==> config.mk <==
export PLATFORM = sky130hd
export DESIGN_NAME = sts_ctrl
export DESIGN_NICKNAME = d
export VERILOG_FILES = /design/src/hw/rtl/sts_pkg.sv /design/src/hw/rtl/sts_ctrl.sv
export SDC_FILE = /design/constraint.sdc
export NUM_CORES = 1
export LEC_CHECK = 0
export CORE_AREA = 2 2 39 41
export DETAILED_ROUTE_END_ITERATION = 6
export DIE_AREA = 0 0 41 43
export DONT_BUFFER_PORTS = 1
export GPL_TIMING_DRIVEN = 0
export REMOVE_ABC_BUFFERS = 1
export SYNTH_ARGS = -nofsm -noshare
export SYNTH_HDL_FRONTEND = slang
export SYNTH_SLANG_ARGS = --single-unit
==> constraint.sdc <==
create_clock -name aclk -period 1.6 [get_ports aclk]
set_input_delay 0.16 -clock aclk [delete_from_list [all_inputs] [get_ports aclk]]
set_output_delay 0.16 -clock aclk [all_outputs]
set_load 0.01 [all_outputs]
==> src/hw/rtl/sts_pkg.sv <==
`default_nettype none
package sts_pkg;

    localparam int TABLE_DEPTH = 1024;
    localparam int VALUE_W     = 32;
    localparam int ADDR_W      = $clog2(TABLE_DEPTH);
    localparam int CNT_W       = ADDR_W + 1;
    localparam int IN_DATA_W   = ((ADDR_W + VALUE_W + 7) / 8) * 8;
    localparam int OUT_DATA_W  = ((ADDR_W + 7) / 8) * 8;

    localparam logic OP_WRITE  = 1'b0;
    localparam logic OP_SEARCH = 1'b1;

    localparam logic [CNT_W-1:0] DEPTH_CNT = CNT_W'(TABLE_DEPTH);

    typedef struct packed {
        logic write_en;
        logic start;
        logic probe;
        logic compare;
        logic load_out;
    } sts_cmd_t;

    typedef struct packed {
        logic range_open;
        logic hit;
    } sts_status_t;

endpackage
`default_nettype wire

==> src/hw/rtl/sts_ctrl.sv <==
`default_nettype none
module sts_ctrl
    import sts_pkg::*;
(
    input  wire logic  aclk,
    input  wire logic  aresetn,
    input  wire logic  s_tvalid,
    input  wire logic  s_op,
    output logic       s_tready,
    output logic       m_tvalid,
    input  wire logic  m_tready,
    input  sts_status_t status,
    output sts_cmd_t   cmd
);

    typedef enum logic [3:0] {
        ST_IDLE  = 4'b0001,
        ST_PROBE = 4'b0010,
        ST_CMP   = 4'b0100,
        ST_DONE  = 4'b1000
    } state_t;

    state_t state_reg, state_next;
    logic   m_valid_reg, m_valid_next;
    logic   out_free;

    assign out_free = !m_valid_reg || m_tready;
    assign s_tready = (state_reg == ST_IDLE);
    assign m_tvalid = m_valid_reg;

    always_comb begin
        cmd          = '0;
        state_next   = state_reg;
        m_valid_next = m_valid_reg && !m_tready;
        unique case (state_reg)
            ST_IDLE: begin
                if (s_tvalid) begin
                    if (s_op == OP_SEARCH) begin
                        cmd.start  = 1'b1;
                        state_next = ST_PROBE;
                    end else begin
                        cmd.write_en = 1'b1;
                    end
                end
            end
            ST_PROBE: begin
                if (status.range_open) begin
                    cmd.probe  = 1'b1;
                    state_next = ST_CMP;
                end else begin
                    state_next = ST_DONE;
                end
            end
            ST_CMP: begin
                cmd.compare = 1'b1;
                state_next  = status.hit ? ST_DONE : ST_PROBE;
            end
            ST_DONE: begin
                if (out_free) begin
                    cmd.load_out = 1'b1;
                    m_valid_next = 1'b1;
                    state_next   = ST_IDLE;
                end
            end
            default: state_next = ST_IDLE;
        endcase
    end

    always_ff @(posedge aclk) begin
        if (!aresetn) begin
            state_reg   <= ST_IDLE;
            m_valid_reg <= 1'b0;
        end else begin
            state_reg   <= state_next;
            m_valid_reg <= m_valid_next;
        end
    end

endmodule
`default_nettype wire

==> summary.md <==
| Metric | Value |
|---|---|
| Outcome | `completed` |
| GR Overflow Total | `0` |
| Fill count | `140` |
| Fin cells | `55` |
| Mean Syn Cell Area | `just under 9 µm²` |
| Synthesized area | `292 µm²` |
| Min-Delay Endpoint | `state_reg[3]$_SDFFE_PN0P_` |
| Final-report max-slew violation count | `0` |
| Hold Startpoint | `aresetn` |
| Synth warnings | `0` |
| Netlist cell types | `22` |
| VDD IR-drop max | `~0.00029 V` |
| Port Buf Inserts | `0` |
| Worst Path Required | `approximately 1.4 ns` |
| Number of cells on the worst hold path | `1` |
| Worst-skew pair later-pin latency | `~0.25 ns` |
| Tmin final | `approximately 1.6 ns` |
| Most frequent cells in the layout | `3 x nand2_1, 3 x nor2_1, 3 x clkbuf_4, 3 x dfxtp_2` |
| Cells after Synth | `33` |
| Starting density of the core | `a little over a fifth` |
| R2R Path Start | `state_reg[1]$_SDFFE_PN0P_` |
| Slew margin rel. | `around 56%` |
| Via count | `268` |
| Final worst-path cycle share | `between 90 and 100%` |
| Hold Path Class | `input port to flop` |
| Critical path data arrival time | `approximately 1.4 ns` |
| Placement Rows | `14` |
| Worst-path fanout max | `4` |
| Die span in y | `~43 µm` |
| CTS Buf Count | `3` |
| CTS H-Tree Depth | `1` |
| Worst R2R Setup Slack | `around 0.2 ns` |
| Final design utilization | `about 27%` |
| GRT Util Overall | `10.5%` |
| RSZ-0062 raised after global routing | `yes` |
| Vias per cell | `about 4.9` |
| Largest net degree at the start of global routing | `9` |
| Pre-Repair DR Iteration Count | `5` |
| DP Area | `~310 µm²` |
| First-pass GRT wire length | `1170 µm` |
| Worst-Margin Slew | `0.651 ns` |
| Worst setup path class | `flop to output pin` |
| Pwr/cell area | `approximately 920 nW/µm²` |
| Clock Sinks | `5` |
| Initial DRC Count | `5` |
| Vias in the first global route | `278` |
| Die area | `~1800 µm²` |
| RePlAce Congestion | `around 0.65` |
| Sequential fraction of the synthesis area | `roughly a third` |
| Fmax achieved | `634 MHz` |
| Multi-input gate area | `just under 200 µm²` |
| Total I/O pin count | `14` |
| Area Growth Syn to Fin | `30.0%` |
| Post-Layout Inst Area | `approximately 380 µm²` |
| Placed insts | `48` |
| Worst-case reg-to-reg path depth | `3` |
| DRC viols | `0` |
| Root Driver | `clkbuf_4` |
| Max-cap viol count | `0` |
| DRT antenna net count | `0` |
| Max reg flops | `4` |
| Skew final | `about 0.0098 ns` |
| LEAKAGE | `0.000132 µW` |
| Share of layout cells above drive strength 1 | `approximately 36%` |
| Diode count | `0` |
| CP Launch Type | `flop` |
| Final hold violation count | `0` |
| Crit. End Element | `output pin` |
| Initial antenna violation count | `0` |
| Core ar. | `around 1400 µm²` |
| Drt wl/cell | `13.2 µm` |
| Final setup fails | `0` |
| Register area | `approximately 110 µm²` |
| Worst R2R End | `state_reg[2]$_SDFFE_PN0P_` |
| Flops & latches, synth | `5` |
| Die X | `41 µm` |
| Total Routed Length | `726 µm` |
| Longest Clk Path Bufs | `2` |
| Clock transition at path regs | `about 0.050 ns` |
| Clock tree from TritonCTS | `built` |
| Nets | `47` |
-- cell usage after synthesis --
cell type	instances	area share [%]
o31ai_1	1	2.6
nor2b_1	1	2.1
a211oi_1	1	2.6
inv_1	1	1.3
a21boi_0	1	2.6
dfxtp_1	5	34
or3b_1	1	3.0
nor3b_1	1	2.6
nor4b_1	1	3.0
nor2_1	4	5.1
nand3b_1	1	2.6
o21a_1	1	2.6
nand2_1	3	3.9
xnor2_1	1	3.0
and3b_1	1	3.0
a21oi_2	1	3.0
buf_2	1	1.7
nand2b_1	1	2.1
nor4_1	2	4.3
nor3_1	1	1.7
or4b_4	2	9.4
mux2i_1	1	3.4
-- final cells by class --
type                            count  share of cell area (%)
Inverter                            1                   0.990
Clock buffer                        4                    6.93
Sequential cell                     5                    28.4
Tap cell                           16                    5.28
Timing Repair Buffer                3                    6.60
Multi-Input combinational cell     26                    51.8
-- timing repair --
action                                  in CTS  in global routing
endpoints found under the hold margin        1                  0
endpoints found under the setup margin       3                  1
pin swaps                                    2                  1
hold buffers                                 1                  0
gates resized for setup                      8                  0
setup buffers                                2                  0
-- where the power goes --
part	internal, µW	switching [µW]	leakage [µW]	total [µW]
registers	130	6.40	0.0000419	136
logic	29.0	26.2	0.0000746	55.2
clock network	94.9	61.1	0.0000150	156
-- through the flow --
step	setup slack, ns	hold slack, ns	total power [µW]	setup TNS, ns
final	0.0231	0.0225	348	0
after global routing	-0.0186	0.0252	363	-0.0186
after floorplan	0.202	0.231	171	0
after CTS	0.0105	0.0219	345	0
after global placement	0.122	0.234	175	0
after detailed placement	0.116	0.235	176	0
-- worst max-delay path, cell delays in order (launching register included) --
cell and delay, ns:
dfxtp_4 0.35, or4b_4 0.58, nor3b_4 0.23
-- worst max-delay path by stage --
stage | start | end | slack [ns] | cells after the start
floorplan | state_reg[0]$_SDFFE_PN1P_ | cmd[4] | 0.20 | 2
global placement | state_reg[0]$_SDFFE_PN1P_ | cmd[4] | 0.12 | 2
detailed placement | state_reg[0]$_SDFFE_PN1P_ | cmd[4] | 0.12 | 2
CTS | state_reg[1]$_SDFFE_PN0P_ | cmd[4] | 0.01 | 2
global route | state_reg[1]$_SDFFE_PN0P_ | cmd[4] | -0.02 | 2
finish | state_reg[1]$_SDFFE_PN0P_ | cmd[4] | 0.02 | 2
-- routing by layer --
| metal | vias to the layer above | GRT usage [%] | part of all wire [%] |
|---|---|---|---|
| li1 | 133 | - | - |
| met5 | - | 0 | 0 |
| met2 | 11 | 15.0 | 51 |
| met4 | 0 | 10.0 | 1.5 |
| met3 | 2 | 5.76 | 7.4 |
| met1 | 122 | 9.94 | 40 |
-- kinds of logic (layout without fill, tap and decap cells) --
| kind of cell | after synthesis | count (layout) | synth area share, % |
|---|---|---|---|
| DFF | 5 | 5 | 34.3 |
| buffers and inverters | 2 | 8 | 3.00 |
| xor gates and xnor gates | 1 | 1 | 3.00 |
| and+or+nand+nor | 19 | 19 | 42.9 |
| AOI/OAI and AO/OA | 5 | 5 | 13.3 |
| muxes | 1 | 1 | 3.43 |
(Power assumes the default switching activity.)
